### src/rtl/core/assert_macros.svh
// Assertion macros shared by the encoder RTL.
`ifndef ASSERT_MACROS_SVH
`define ASSERT_MACROS_SVH

// Condition must hold at every clock edge out of reset.
`define B91_ASSERT_ALWAYS(label, cond, msg) \
    label: assert property (@(posedge i_clk) disable iff (!i_rst_n) (cond)) \
        else $error(msg);

// Consequent must hold in the same cycle as the antecedent.
`define B91_ASSERT_IMP(label, ante, cons, msg) \
    label: assert property (@(posedge i_clk) disable iff (!i_rst_n) \
        (ante) |-> (cons)) else $error(msg);

// Consequent must hold in the cycle after the antecedent.
`define B91_ASSERT_NEXT(label, ante, cons, msg) \
    label: assert property (@(posedge i_clk) disable iff (!i_rst_n) \
        (ante) |=> (cons)) else $error(msg);

`endif

### src/rtl/core/b91enc_pkg.sv
// Package with types, constants, divide-by-91 and alphabet lookup for the base91 encoder.
package b91enc_pkg;

    localparam int FIFO_DEPTH  = 2;
    localparam int QUEUE_W     = 13;
    localparam int VALUE_W     = 14;
    localparam int QUOT_W      = 8;
    localparam int RECIP_91    = 11523;   // ceil(2^20 / 91), exact for 14-bit values
    localparam int RECIP_SHIFT = 20;
    localparam int PROD_W      = 28;

    // One accepted byte that yields at least one character
    typedef struct packed {
        logic                 pair;     // byte completed a 13/14-bit value
        logic [VALUE_W-1:0]   pv;       // value of the pair
        logic [QUOT_W-1:0]    pq;       // pv div 91
        logic [QUEUE_W-1:0]   fv;       // remaining bits for the flush
        logic [QUOT_W-1:0]    fq;       // fv div 91
        logic [2:0]           n_chars;  // characters to emit, 1 to 4
        logic                 last;     // mark the final character
    } t_entry;

    function automatic logic [QUOT_W-1:0] div91(input logic [VALUE_W-1:0] v);
        logic [PROD_W-1:0] p;
        p = PROD_W'(v) * PROD_W'(RECIP_91);
        return QUOT_W'(p >> RECIP_SHIFT);
    endfunction

    function automatic logic [7:0] alpha(input logic [7:0] idx);
        logic [7:0] ch;
        ch = 8'h00;
        priority if (idx < 8'd26) begin
            ch = idx + 8'h41;
        end else if (idx < 8'd52) begin
            ch = idx - 8'd26 + 8'h61;
        end else if (idx < 8'd62) begin
            ch = idx - 8'd52 + 8'h30;
        end else begin
            // punctuation block, three symbols differ from the published set
            unique case (idx)
                8'd62:   ch = 8'h21;
                8'd63:   ch = 8'h23;
                8'd64:   ch = 8'h24;
                8'd65:   ch = 8'h25;
                8'd66:   ch = 8'h26;
                8'd67:   ch = 8'h28;
                8'd68:   ch = 8'h29;
                8'd69:   ch = 8'h2A;
                8'd70:   ch = 8'h2B;
                8'd71:   ch = 8'h2C;
                8'd72:   ch = 8'h2E;
                8'd73:   ch = 8'h2F;
                8'd74:   ch = 8'h3A;
                8'd75:   ch = 8'h3B;
                8'd76:   ch = 8'h2D;
                8'd77:   ch = 8'h3D;
                8'd78:   ch = 8'h5C;
                8'd79:   ch = 8'h3F;
                8'd80:   ch = 8'h40;
                8'd81:   ch = 8'h5B;
                8'd82:   ch = 8'h5D;
                8'd83:   ch = 8'h5E;
                8'd84:   ch = 8'h5F;
                8'd85:   ch = 8'h60;
                8'd86:   ch = 8'h7B;
                8'd87:   ch = 8'h7C;
                8'd88:   ch = 8'h7D;
                8'd89:   ch = 8'h7E;
                8'd90:   ch = 8'h27;
                default: ch = 8'h00;
            endcase
        end
        return ch;
    endfunction

endpackage

### src/rtl/core/b91enc_front.sv
// Front end: accept bytes, update the bit queue, queue up character work.
module b91enc_front
    import b91enc_pkg::*;
(
    input  logic         i_clk,
    input  logic         i_rst_n,
    input  logic         i_valid,
    input  logic [7:0]   i_data,
    input  logic         i_last,
    input  logic         i_full,
    output logic         o_ready,
    output logic         o_push,
    output t_entry       o_entry
);

    logic [QUEUE_W-1:0] r_queue, n_queue;
    logic [3:0]         r_cnt, n_cnt;

    logic               accept;
    logic [20:0]        wide;
    logic [4:0]         wcnt;
    logic               has_pair;
    logic               take13;
    logic [QUEUE_W-1:0] rest;
    logic [4:0]         rcnt;
    logic [VALUE_W-1:0] pv;
    logic [1:0]         fn;

    assign o_ready = !i_full;
    assign accept  = i_valid && o_ready;

    always_comb begin
        wide     = {8'b0, r_queue} | (21'({13'b0, i_data}) << r_cnt);
        wcnt     = {1'b0, r_cnt} + 5'd8;
        has_pair = wcnt > 5'd13;
        take13   = wide[12:0] > 13'd88;
        pv       = take13 ? {1'b0, wide[12:0]} : wide[13:0];
        if (has_pair) begin
            rest = take13 ? {5'b0, wide[20:13]} : {6'b0, wide[20:14]};
            rcnt = take13 ? wcnt - 5'd13 : wcnt - 5'd14;
        end else begin
            rest = wide[12:0];
            rcnt = wcnt;
        end
        fn = 2'd0;
        if (i_last && rcnt != 5'd0) begin
            fn = (rcnt > 5'd7 || rest > 13'd90) ? 2'd2 : 2'd1;
        end
    end

    always_comb begin
        o_entry.pair    = has_pair;
        o_entry.pv      = pv;
        o_entry.pq      = div91(pv);
        o_entry.fv      = rest;
        o_entry.fq      = div91({1'b0, rest});
        o_entry.n_chars = (has_pair ? 3'd2 : 3'd0) + {1'b0, fn};
        o_entry.last    = i_last;
        o_push          = accept && (o_entry.n_chars != 3'd0);
    end

    always_comb begin
        n_queue = r_queue;
        n_cnt   = r_cnt;
        if (accept) begin
            // clear on the final byte
            n_queue = i_last ? '0 : rest;
            n_cnt   = i_last ? 4'd0 : rcnt[3:0];
        end
    end

    always_ff @(posedge i_clk) begin
        if (!i_rst_n) begin
            r_queue <= '0;
            r_cnt   <= 4'd0;
        end else begin
            r_queue <= n_queue;
            r_cnt   <= n_cnt;
        end
    end

endmodule

### src/rtl/core/b91enc_fifo.sv
// Short queue of pending character work between front and back.
module b91enc_fifo
    import b91enc_pkg::*;
#(
    parameter int Depth = FIFO_DEPTH
) (
    input  logic    i_clk,
    input  logic    i_rst_n,
    input  logic    i_push,
    input  t_entry  i_entry,
    input  logic    i_pop,
    output t_entry  o_head,
    output logic    o_full,
    output logic    o_empty
);

    localparam int PtrW = $clog2(Depth);
    localparam int CntW = $clog2(Depth + 1);

    t_entry             r_mem [Depth];
    logic [PtrW-1:0]    r_wr, n_wr;
    logic [PtrW-1:0]    r_rd, n_rd;
    logic [CntW-1:0]    r_cnt, n_cnt;

    assign o_full  = r_cnt == CntW'(Depth);
    assign o_empty = r_cnt == '0;
    assign o_head  = r_mem[r_rd];

    always_comb begin
        n_wr  = r_wr;
        n_rd  = r_rd;
        n_cnt = r_cnt;
        if (i_push) begin
            n_wr = (r_wr == PtrW'(Depth - 1)) ? '0 : r_wr + 1'b1;
        end
        if (i_pop) begin
            n_rd = (r_rd == PtrW'(Depth - 1)) ? '0 : r_rd + 1'b1;
        end
        if (i_push && !i_pop) begin
            n_cnt = r_cnt + 1'b1;
        end else if (i_pop && !i_push) begin
            n_cnt = r_cnt - 1'b1;
        end
    end

    always_ff @(posedge i_clk) begin
        if (i_push) begin
            r_mem[r_wr] <= i_entry;
        end
    end

    always_ff @(posedge i_clk) begin
        if (!i_rst_n) begin
            r_wr  <= '0;
            r_rd  <= '0;
            r_cnt <= '0;
        end else begin
            r_wr  <= n_wr;
            r_rd  <= n_rd;
            r_cnt <= n_cnt;
        end
    end

endmodule

### src/rtl/core/b91enc_back.sv
// Back end: turn queued values into characters, one character per cycle while the output is not stalled.
module b91enc_back
    import b91enc_pkg::*;
(
    input  logic         i_clk,
    input  logic         i_rst_n,
    input  t_entry       i_head,
    input  logic         i_empty,
    input  logic         i_ready,
    output logic         o_pop,
    output logic         o_valid,
    output logic [7:0]   o_char,
    output logic         o_final
);

    logic [1:0]         r_idx, n_idx;
    logic               r_valid, n_valid;
    logic [7:0]         r_char, n_char;
    logic               r_final, n_final;

    logic               advance;
    logic               at_end;
    logic               src_flush;
    logic [VALUE_W-1:0] v;
    logic [QUOT_W-1:0]  q;
    logic [VALUE_W:0]   q91;
    logic [6:0]         rem;
    logic [7:0]         sel;

    assign advance = !i_empty && (!r_valid || i_ready);
    assign at_end  = {1'b0, r_idx} == i_head.n_chars - 3'd1;
    assign o_pop   = advance && at_end;

    always_comb begin
        // even positions take the remainder, odd ones the quotient
        src_flush = !i_head.pair || r_idx[1];
        v         = src_flush ? {1'b0, i_head.fv} : i_head.pv;
        q         = src_flush ? i_head.fq : i_head.pq;
        // q * 91 as q * 128 - q * 32 - q * 4 - q
        q91       = {q, 7'b0} - {2'b0, q, 5'b0} - {5'b0, q, 2'b0} - {7'b0, q};
        rem       = 7'(v - q91[VALUE_W-1:0]);
        sel       = r_idx[0] ? q : {1'b0, rem};
    end

    always_comb begin
        n_idx   = r_idx;
        n_valid = r_valid && !i_ready;
        n_char  = r_char;
        n_final = r_final;
        if (advance) begin
            n_idx   = at_end ? 2'd0 : r_idx + 2'd1;
            n_valid = 1'b1;
            n_char  = alpha(sel);
            n_final = i_head.last && at_end;
        end
    end

    always_ff @(posedge i_clk) begin
        if (!i_rst_n) begin
            r_idx   <= 2'd0;
            r_valid <= 1'b0;
        end else begin
            r_idx   <= n_idx;
            r_valid <= n_valid;
        end
    end

    always_ff @(posedge i_clk) begin
        r_char  <= n_char;
        r_final <= n_final;
    end

    assign o_valid = r_valid;
    assign o_char  = r_char;
    assign o_final = r_final;

endmodule

### src/rtl/core/base91_text_encoder.sv
// Top level of the streaming base91 text encoder.
//
//   channel   direction  tdata             tlast
//   s         in         data_byte [7:0]   end_of_message
//   m         out        code_char [7:0]   final_char
//
// Each byte yields 0 to 4 characters; the back end emits one per cycle while the
// output is not stalled. The first character of a byte is registered in the work
// queue and then in the output register before it is valid.
// Reset is synchronous and clears the bit queue, the work queue and the output valid flag.
// A stalled output only holds the back end; the front keeps taking bytes until
// the work queue of FifoDepth entries fills.
`include "assert_macros.svh"

module base91_text_encoder
    import b91enc_pkg::*;
#(
    parameter int FifoDepth = FIFO_DEPTH
) (
    input  logic        i_clk,
    input  logic        i_rst_n,
    input  logic        i_s_tvalid,
    output logic        o_s_tready,
    input  logic [7:0]  i_s_tdata,   // [7:0] data_byte
    input  logic        i_s_tlast,
    output logic        o_m_tvalid,
    input  logic        i_m_tready,
    output logic [7:0]  o_m_tdata,   // [7:0] code_char
    output logic        o_m_tlast
);

    t_entry push_entry;
    t_entry head;
    logic   push;
    logic   pop;
    logic   full;
    logic   empty;

    b91enc_front u_front (
        .i_clk   (i_clk),
        .i_rst_n (i_rst_n),
        .i_valid (i_s_tvalid),
        .i_data  (i_s_tdata),
        .i_last  (i_s_tlast),
        .i_full  (full),
        .o_ready (o_s_tready),
        .o_push  (push),
        .o_entry (push_entry)
    );

    b91enc_fifo #(
        .Depth (FifoDepth)
    ) u_fifo (
        .i_clk   (i_clk),
        .i_rst_n (i_rst_n),
        .i_push  (push),
        .i_entry (push_entry),
        .i_pop   (pop),
        .o_head  (head),
        .o_full  (full),
        .o_empty (empty)
    );

    b91enc_back u_back (
        .i_clk   (i_clk),
        .i_rst_n (i_rst_n),
        .i_head  (head),
        .i_empty (empty),
        .i_ready (i_m_tready),
        .o_pop   (pop),
        .o_valid (o_m_tvalid),
        .o_char  (o_m_tdata),
        .o_final (o_m_tlast)
    );

    `B91_ASSERT_IMP(a_push_not_full, push, !full, "word pushed into a full work queue")
    `B91_ASSERT_IMP(a_pop_not_empty, pop, !empty, "word popped from an empty work queue")
    `B91_ASSERT_IMP(a_char_printable, o_m_tvalid,
        o_m_tdata >= 8'd33 && o_m_tdata <= 8'd126, "character outside the alphabet")
    `B91_ASSERT_IMP(a_entry_size, !empty,
        head.n_chars != 3'd0 && head.n_chars <= 3'd4, "queued word with bad length")

endmodule
### config.mk
export PLATFORM = sky130hd
export DESIGN_NAME = base91_text_encoder
export DESIGN_NICKNAME = d
export VERILOG_FILES = /design/src/rtl/core/b91enc_pkg.sv /design/src/rtl/core/b91enc_front.sv /design/src/rtl/core/b91enc_fifo.sv /design/src/rtl/core/b91enc_back.sv /design/src/rtl/core/base91_text_encoder.sv
export VERILOG_INCLUDE_DIRS = /design/src /design/src/rtl/core
export SDC_FILE = /design/constraint.sdc
export NUM_CORES = 1
export LEC_CHECK = 0
export ABC_AREA = 0
export BUFFER_PORTS_ARGS = -buffer_cell sky130_fd_sc_hd__buf_2
export CAP_MARGIN = 20
export CORE_MARGIN = 2
export CORE_UTILIZATION = 45
export DETAILED_ROUTE_END_ITERATION = 8
export MAX_ROUTING_LAYER = met4
export PLACE_DENSITY_LB_ADDON = 0.2
export SLEW_MARGIN = 20
export SYNTH_ARGS = -nofsm -noshare
export SYNTH_HDL_FRONTEND = slang
export SYNTH_HIERARCHICAL = 1
export SYNTH_SLANG_ARGS = --single-unit
### constraint.sdc
create_clock -name i_clk -period 12 [get_ports i_clk]
set_clock_uncertainty 0.2 [all_clocks]
set_input_delay 1.8 -clock i_clk [delete_from_list [all_inputs] [get_ports i_clk]]
set_output_delay 1.8 -clock i_clk [all_outputs]
set_load 0.03 [all_outputs]
==> results by stage, run 1 <==
Timing:
- Setup violations remaining at the end of the flow were counted as 0.
- The actual transition at the worst max-transition pin is 1130 ps.
- Setup repair after global routing left no endpoint under its margin.
- The worst pin sits at a relative slew slack of 24.5%.
- Setup total negative slack on the finished layout was measured at 0 ps.
- The final period demand of the worst path is 10,190 ps.
- The count of final hold-check violations is 0.
- Based on the critical path, the design can be clocked at up to 98.2 MHz.
- The final-report max-slew violation count was 0.
- On the final layout, the worst hold slack is 306 ps.
- The post-route clock period utilization is 84.9%.

Finish:
- Leaving out fill and tap cells, the most frequent cell in the layout is sky130_fd_sc_hd__ha_1.
- The post-route non-filler standard cell count is 1,545.
- The post-route standard cell area excluding fillers is 0.0127 sq mm.
- The share of final-layout standard cells stronger than drive strength 1 is 10.0%.
- The library cells used most frequently in the layout, excluding fill and tap cells, are sky130_fd_sc_hd__ha_1 (237), sky130_fd_sc_hd__inv_1 (192), sky130_fd_sc_hd__edfxtp_1 (79).
- At the end of the flow, the number of nets in the layout was 1,516.
- The total inserted antenna cells is 0.
- The relative area change from synthesis to final layout is 6.25%.

Die:
- The floorplan step defined a die boundary enclosing 0.0278 sq mm.
- The vertical die dimension is 167 um.
- For this configuration, the core starts out at a cell density of 45.7%.
- The area of the core is 0.0261 sq mm.
- The row count is 59.
- The die is 167 um wide.
- 24 I/O pins were placed.

Clocking:
- Clock-pin slew was measured on the worst setup and hold paths at 70 ps.
- The number of H-tree branching levels is 3.
- The number of clock sinks seen by CTS is 104.
- The number of clock buffers inserted by TritonCTS is 9.
- The number of setup buffers added after CTS is 0.
- The later pin in the worst-skew pair is clocked with a latency of 350 ps.
- The CTS tree is done.
- The number of hold-repair buffers added at the cts stage is 0.
- The buffer levels on the longest clock path is 2.
- Gates resized during post-CTS repair numbered 0.
- The clock root buffer is sky130_fd_sc_hd__clkbuf_16.

Yosys:
- After synthesis, the mean cell area works out to 9.97 sq um.
- The cell area after synthesis is 0.0119 sq mm.
- The cell count after synthesis came out at 1,195.
- The number of nets handed over by synthesis was 1,506.
- Yosys printed 6 warnings.

Critical path:
- The end point of the critical path is u_fifo/r_mem[0][10].
- At the worst endpoint, the required time is 11,900 ps.
- The highest cell delay on the worst timing path is 640 ps.
- The critical path data arrival time is 10,080 ps.
- The worst register-to-register path ends at u_fifo/r_mem[0][10].
- STA classifies the critical path startpoint as an input pin.
- In this run the worst setup path begins at i_s_tdata[2].
- The number of cells on the worst reg-to-reg path is 32.
- The slowest library cell on the worst path is sky130_fd_sc_hd__a2111oi_0.
- The slack of the worst reg-to-reg path is 2380 ps.
- In this run the worst path has a maximum fanout of 12.
- By instance count, the cell type seen most on the critical path is sky130_fd_sc_hd__inv_1.
- STA classifies the critical path endpoint as a flop.
- The worst setup path category is input pin to flop.
- The worst reg2reg path startpoint is u_front/r_cnt[0].

Global routing:
- The maximum number of pins on one net before global-route repair is 37.
- The global-route usage over all layers is 20.7%.
- The first global-routing pass estimated 45,200 um of wire.
- The via count of the first global-routing pass came to 8,650.
- The number of antenna violations at the first check in global routing is 0.
- The total congestion overflow after global routing is 0.

Outcome:
- The run finished with clean final reports.

Placement:
- After legalization and detailed placement, the total HPWL measured 21,400 um.
- The count of placed standard cells including taps is 1,528.
- Routability-driven placement finished with a final weighted congestion of 0.919.
- The count of input and output buffers is 23.
- The cell area after placement is 0.0123 sq mm.

Run:
- Max-cap violations in this run came to 0.

Worst hold path:
- The tightest min-delay check is of the flop to flop type.

Route:
- The first TritonRoute pass finished after 5 iterations.
- The total via count after detailed routing is 8,543.
- The first-iteration detailed-routing DRC count is 573.
- After detailed routing, the average wire length per cell comes to 17.5 um.
- For this run, design rule violations remaining after detail routing come to 0.
- The post-detailed-route via-to-cell ratio is 5.53.
- The number of nets still failing antenna checks after routing is 0.
- Summed over all layers, the routed wires come to 27,000 um.
[per-stage QoR]
step	setup slack (ps)	util, %
finish	1810	48.6
global route	1180	48.6
CTS	1900	48.5
detailed placement	1560	47.4
global placement	1740	47.4
floorplan	2660	-
[worst max-delay path: cells and delay by family]
| family | cells | cell delay [ps] |
|---|---|---|
| AOI/OAI and AO/OA | 14 | 3540 |
| and+or+nand+nor | 3 | 450 |
| xor gates and xnor gates | 1 | 150 |
| adders and majority gates | 7 | 2810 |
| buffers and inverters | 6 | 540 |
| muxes | 2 | 800 |
[per-layer routing]
layer / global-route usage (%) / share of wire, % / up-vias / wire length, um
met5: - / 0 / - / 0
met4: 3.41 / 1.2 / 0 / 312
met3: 2.40 / 3.3 / 17 / 892
met2: 34.8 / 48 / 156 / 13000
met1: 27.4 / 47 / 4164 / 12800
li1: - / - / 4206 / -
[cell type report]
type | instances | area [sq um]
flip-flops and latches | 104 | 2870
repair buffers | 37 | 233
well taps | 335 | 419
clock inverters | 5 | 41.3
multi-input cells | 858 | 8110
fillers | 2486 | 13400
inverters | 195 | 732
clock buffers | 11 | 243
[state kept, by name, indices dropped and copies added, names as in the netlist, named ones only]
name / flops
u_back/o_char: 8
u_back/o_final: 1
u_back/o_valid: 1
u_back/r_idx: 2
u_fifo/r_cnt: 2
u_fifo/r_mem: 70
u_fifo/r_rd: 1
u_fifo/r_wr: 1
u_front/r_cnt: 4
u_front/r_queue: 13
[worst min-delay path by stage]
stage	cells after the start	slack, ps	start	end
finish	2	310	u_fifo/r_cnt[1]	u_fifo/r_cnt[1]
global placement	2	280	u_fifo/r_cnt[1]	u_fifo/r_cnt[1]
CTS	2	310	u_fifo/r_cnt[1]	u_fifo/r_cnt[1]
detailed placement	2	300	u_fifo/r_cnt[1]	u_fifo/r_cnt[1]
global route	2	350	u_back/o_valid	u_back/o_valid
floorplan	2	270	u_fifo/r_cnt[1]	u_fifo/r_cnt[1]
Power of run 1 is left out: the tool's default activity adds up to more than one toggle a clock period on the data nets, which glitch-free logic cannot reach.
==> run 2: changes to the inputs <==
Clock period 12 ns to 8.5 ns, I/O delays scaled along.
==> run 2 against run 1 <==
Net effect: die area unchanged; routed wire length up 0.64%; highest routed layer unchanged; via count up 0.88%; count of clock-buffer cells in the layout down 2; flip-flop and latch count unchanged; largest cell class unchanged; first-iteration DRC count up 0.35%; hold slack worse by 2.1 ps; design area up 3.1%; utilization up 1.5 points; critical path depth unchanged; sequential share of layout area down 0.67 points; non-clock buffer count up 41.
==> results by stage, run 2 (synthesized netlist as in run 1, its figures left out) <==
Outcome:
- The flow ran to the end, and the final reports show no timing, DRC or antenna violations.

Clocking:
- The buffer levels on the longest clock path is 2 (unchanged).
- The number of clock sinks seen by CTS was 104 (unchanged).
- The number of hold-repair buffers added at the cts stage was 0 (unchanged).
- The cell sitting at the root of the clock tree is a sky130_fd_sc_hd__clkbuf_16.
- The clock transition at the register clock pins on the worst setup and hold paths after CTS came to 70 ps (about the same).
- The insertion delay of the later-clocked pin in the worst-skew pair is 360 ps (about the same).
- The number of clock buffers inserted by TritonCTS came to 9 (unchanged).
- The number of H-tree branching levels is 3 (unchanged).
- The CTS tree is done.

Global routing:
- The total congestion overflow after global routing was 0 (unchanged).
- The first-pass GRT wire length is 45,400 um (+0.46%).
- The global-route usage over all layers was 20.9% (+0.16 points).
- The maximum number of pins on one net before global-route repair is 36 (-2.7%).
- The via count of the first global-routing pass is 8,718 (+0.79%).
- The number of antenna violations at the first check in global routing was 0 (unchanged).

Critical path:
- The largest individual stage delay along the critical path comes from the cell sky130_fd_sc_hd__fa_1.
- The worst setup path is captured at a flop.
- The worst setup path is launched from an input pin.
- The critical path data arrival time came to 8050 ps (-2030 ps).
- By instance count, the cell type seen most on the critical path is sky130_fd_sc_hd__inv_1.
- The maximum fanout along the worst path is 4 (-8).
- The required arrival time at the worst endpoint is 8400 ps (-3500 ps).
- The worst setup path is of the input pin to flop kind.
- Tracing the worst setup path back leads to its startpoint at i_s_tdata[2].
- The worst reg2reg path startpoint is u_front/r_cnt[0].
- The highest cell delay on the worst timing path is 530 ps (-110 ps).

Route:
- The first-iteration detailed-routing DRC count was 575 (+0.35%).
- The total length of routed wires is 27,200 um (+0.64%).
- The post-detailed-route via-to-cell ratio is 5.43 (-1.7%).
- The average wire per standard cell is 17.1 um (-2.0%).
- The number of detailed-route iterations in the first pass is 7 (+2).
- The DRC violation count after routing was 0 (unchanged).
- The total via count after detailed routing is 8,618 (+0.88%).
- The number of nets still failing antenna checks after routing is 0 (unchanged).

Timing:
- The routed design could run at a clock period as short as 8150 ps.
- The setup-violating endpoint count in the final report is 0 (unchanged).
- The maximum clock frequency is 123 MHz.
- The remaining max-slew budget at the tightest pin is 27.3% (+2.9 points).
- The count of final hold-check violations is 0 (unchanged).
- Setup repair after global routing left no endpoint under its margin.
- The post-route clock period utilization is 95.9%.
- The actual transition at the worst max-transition pin is 1090 ps (-42.8 ps).
- The final-report max-slew violation count came to 0 (unchanged).

Finish:
- In the layout the commonest cells are sky130_fd_sc_hd__ha_1 (237), sky130_fd_sc_hd__inv_1 (192), sky130_fd_sc_hd__edfxtp_1 (79).
- The post-route non-filler standard cell count is 1,586 (+2.7%).
- The total inserted antenna cells is 0 (unchanged).
- The area growth from synthesis to layout is 9.50%.
- The number of flip-flops in the largest register is 70 (unchanged).
- The register with the most flip-flops in the final layout is u_fifo/r_mem.
- The post-route standard cell area excluding fillers is 0.0130 sq mm (+3.1%).
- The count of nets after finishing was 1,557 (+2.7%).
- The library cell used most frequently in the layout, excluding fill and tap cells, is sky130_fd_sc_hd__ha_1.
- The share of final-layout standard cells stronger than drive strength 1 is 13.5% (+3.5 points).

Die:
- The starting density of the core came to 45.7% (unchanged).
- The die area is 0.0278 sq mm (unchanged).
- The vertical die dimension is 167 um (unchanged).
- The area of the core is 0.0261 sq mm (unchanged).
- The die width was 167 um (unchanged).
- The row count is 59 (unchanged).
- The number of placed I/O pins is 24 (unchanged).

Placement:
- The count of input and output buffers came to 23 (unchanged).
- The placer's final routability congestion estimate came to 0.932 (+1.4%).
- The placed wire-length estimate is 22,000 um (+2.9%).
- The count of placed standard cells including taps is 1,568 (+2.6%).
- The cell area after placement came to 0.0127 sq mm (+2.6%).

Worst hold path:
- The path class of the lowest-slack min-delay path is flop to flop.
- The worst hold path begins at u_fifo/r_cnt[1].

Run:
- The count of maximum capacitance violations was 0 (unchanged).
==> run 2: through the flow <==
stage	worst slack, ps	hold slack (ps)	TNS, ps	util [%]
2_1_floorplan	46.6	266	0	-
5_1_grt	15.7	353	0	50.0
3_5_place_dp	-64.2	290	-141	48.6
6_report	348	304	0	50.0
3_3_place_gp	30.8	293	0	48.6
4_1_cts	279	302	0	49.9
==> run 2: worst paths after layout <==
path,depth (start not counted),endpoint,slack (ps)
worst max-delay path,33,u_fifo/r_mem[0][10],350
worst min-delay path,2,u_fifo/r_cnt[1],300
worst max register to register,33,u_fifo/r_mem[0][10],670
worst min register to register,2,u_fifo/r_cnt[1],300
==> run 2: per-layer routing <==
| layer | share of wire, % | GRT usage, % | vias up | wire (um) |
|---|---|---|---|---|
| li1 | - | - | 4296 | - |
| met4 | 1.8 | 4.27 | 0 | 476 |
| met1 | 47 | 27.1 | 4160 | 12700 |
| met5 | 0 | - | - | 0 |
| met3 | 2.3 | 2.00 | 30 | 636 |
| met2 | 49 | 35.6 | 132 | 13400 |
==> run 2: area by class of cell <==
cell class / count / area, sq um
flip-flops and latches: 104 / 2870
well taps: 335 / 419
clock buffers: 9 / 225
repair buffers: 78 / 528
inverters: 195 / 732
fillers: 2443 / 13000
clock inverters: 7 / 113
multi-input cells: 858 / 8150
==> run 2: worst max-delay path: cells and delay by family <==
kind / cells / cell delay (ps)
adder cells (fa/ha/maj): 7 / 2660
multiplexers: 2 / 620
XOR/XNOR: 1 / 160
AND/OR/NAND/NOR: 3 / 240
buffers and inverters: 6 / 420
AO/OA/AOI/OAI: 14 / 2680
==> run 2: repair_timing <==
| action | in CTS | in global routing |
|---|---|---|
| gates resized for setup | 0 | 3 |
| setup buffers | 0 | 2 |
| endpoints found under the setup margin | 0 | 8 |
| endpoints found under the hold margin | 0 | 0 |
Power of run 2 is left out for the same reason.
==> run 3: changes to the inputs <==
Settings changed: CORE_UTILIZATION 45 to 30.
==> run 3 against run 2 <==
Net effect: via count up 0.64%; fmax up 1.6%; critical path depth up 2; utilization down 16 points; first-iteration DRC count down 25%; flip-flop and latch count unchanged; die area up 49%; count of clock-buffer cells in the layout up 1; largest cell class unchanged; global-route usage down 5.5 points; non-clock buffer count up 18; final cell count up 13%.
==> results by stage, run 3 (synthesized netlist as in run 1, its figures left out) <==
Finish:
- The count of fill cells added during filler insertion is 4,057 (+66%).
- The total inserted antenna cells is 0 (unchanged).
- The post-route non-filler standard cell count is 1,787 (+13%).
- The most common cell after layout, fill and taps aside is sky130_fd_sc_hd__ha_1.
- In the layout the commonest cells are sky130_fd_sc_hd__ha_1 (235), sky130_fd_sc_hd__inv_1 (192), sky130_fd_sc_hd__edfxtp_1 (79).
- The share of final-layout standard cells stronger than drive strength 1 is 15.6% (+2.1 points).
- The relative area change from synthesis to final layout is 12.8%.
- The count of nets after finishing is 1,575 (+1.2%).
- The register with the most flip-flops in the final layout is u_fifo/r_mem.
- The number of flip-flops in the largest register is 70 (unchanged).
- The post-route standard cell area excluding fillers is 0.0134 sq mm (+3.0%).

Critical path:
- The number of buffer and inverter stages on the critical path is 8 (+2).
- The slowest library cell on the worst path is sky130_fd_sc_hd__fa_1.
- The critical path data arrival time was 7930 ps (-120 ps).
- The highest cell delay on the worst timing path is 530 ps (about the same).
- The startpoint class of the critical path is an input pin.
- The required arrival time at the worst endpoint was 8410 ps (about the same).
- The most prevalent standard cell on the critical path is sky130_fd_sc_hd__inv_1.
- The worst setup path category is input pin to flop.
- The dominant delay contributor by cell family on the critical path is adder cells.
- The maximum fanout along the worst path is 4 (unchanged).
- The worst setup path is captured at a flop.

Clocking:
- TritonCTS built the clock tree.
- The insertion delay of the later-clocked pin in the worst-skew pair is 360 ps (about the same).
- The number of H-tree branching levels is 3 (unchanged).
- The buffer levels on the longest clock path is 2 (unchanged).
- The clock transition at the register clock pins on the worst setup and hold paths after CTS is 70 ps (about the same).
- The number of hold-repair buffers added at the cts stage is 0 (unchanged).
- The number of clock sinks seen by CTS is 104 (unchanged).
- The number of clock buffers inserted by TritonCTS is 9 (unchanged).
- The clock root buffer is sky130_fd_sc_hd__clkbuf_16.

Route:
- The post-detailed-route via-to-cell ratio came to 4.85 (-11%).
- The average wire per standard cell was 16.4 um (-4.3%).
- The total length of routed wires is 29,300 um (+7.8%).
- The total via count after detailed routing is 8,673 (+0.64%).
- The number of nets still failing antenna checks after routing was 0 (unchanged).
- The number of detailed-route iterations in the first pass is 5 (-2).
- The first-iteration detailed-routing DRC count is 434 (-25%).
- The DRC violation count after routing is 0 (unchanged).

Global routing:
- The maximum number of pins on one net before global-route repair is 36 (unchanged).
- The via count of the first global-routing pass was 9,092 (+4.3%).
- The number of antenna violations at the first check in global routing was 0 (unchanged).
- The first-pass GRT wire length is 48,700 um (+7.2%).
- The total congestion overflow after global routing was 0 (unchanged).
- The global-route usage over all layers came to 15.3% (-5.5 points).

Timing:
- The post-route clock period utilization came to 94.4% (-1.5 points).
- The final period demand of the worst path is 8020 ps (-129 ps).
- The maximum clock frequency is 125 MHz (+1.6%).
- The setup-violating endpoint count in the final report is 0 (unchanged).
- The count of final hold-check violations is 0 (unchanged).
- Setup repair after global routing left no endpoint under its margin.
- The worst path setup slack after routing was 477 ps (+129 ps).
- The actual transition at the worst max-transition pin came to 1080 ps (-1.96 ps).
- The final-report max-slew violation count was 0 (unchanged).
- The worst hold margin is 315 ps (+11.5 ps).
- The remaining max-slew budget at the tightest pin is 27.5% (+0.13 points).

Die:
- The die width is 203 um (+22%).
- The die area is 0.0413 sq mm (+49%).
- The row count is 72 (+22%).
- The number of placed I/O pins is 24 (unchanged).
- The starting density of the core came to 30.6% (-15 points).
- The area of the core is 0.0389 sq mm (+49%).
- The vertical die dimension is 203 um (+22%).

Outcome:
- The run finished with clean final reports.

Placement:
- The count of input and output buffers is 23 (unchanged).
- The placer's final routability congestion estimate is 0.873 (-6.4%).
- The count of placed standard cells including taps is 1,765 (+13%).
- The post-placement worst setup slack came to -133 ps (-69.1 ps).
- The cell area after placement is 0.0130 sq mm (+2.6%).
- The placed wire-length estimate came to 23,900 um (+8.9%).

Run:
- The count of maximum capacitance violations was 0 (unchanged).

Worst hold path:
- The path class of the lowest-slack min-delay path is flop to flop.
[run 3: cell count changes in the layout (fill, tap and decap cells not counted), sizes merged]
| cell | before | now |
|---|---|---|
| bufinv | 2 | 0 |
| buf | 78 | 96 |
| clkbuf | 9 | 10 |
| clkinv | 4 | 5 |
[run 3: timing repair]
action                                  in CTS  in global routing
endpoints found under the hold margin        0                  0
setup buffers                                0                  6
gates resized for setup                      0                 20
endpoints found under the setup margin       0                 14
[run 3: cell type report]
type	count	area [sq um]	share of cell area, %
inverter	195	732	5.45
clock buffer	10	229	1.70
multi-input combinational	858	8230	61.3
clock inverter	6	51.3	0.382
sequential	104	2870	21.4
tap	518	648	4.83
timing repair buffer	96	667	4.97
[run 3: per-stage QoR]
stage	utilization [%]	TNS, ps
floorplan	-	0
global placement	33.4	-88.5
detailed placement	33.4	-1130
CTS	34.1	0
global route	34.5	0
finish	34.5	0
[run 3: final timing paths]
check | start | endpoint | slack [ps] | cells after the start
worst max-delay path | i_s_tdata[2] | u_fifo/r_mem[0][9] | 480 | 35
worst min-delay path | u_fifo/r_cnt[1] | u_fifo/r_cnt[1] | 320 | 2
worst min register to register | u_fifo/r_cnt[1] | u_fifo/r_cnt[1] | 320 | 2
worst max register to register | u_front/r_cnt[1] | u_fifo/r_mem[0][9] | 700 | 33
[run 3: worst reg2reg max path, delay by kind of cell (launching register included)]
family                     cells  cell delay (ps)
adders and majority gates      7             2350
AOI/OAI and AO/OA             11             1870
muxes                          3             1100
DFF                            1              700
buffers and inverters          7              620
and+or+nand+nor                4              550
xor gates and xnor gates       1              150
[run 3: routing by layer]
metal / GRT usage (%) / up-vias / wire length (um)
met2: 26.2 / 127 / 14400
met3: 1.77 / 26 / 748
met1: 19.7 / 4180 / 13700
met4: 2.84 / 0 / 439
li1: - / 4340 / -
met5: - / - / 0
Power of run 3 is left out for the same reason.
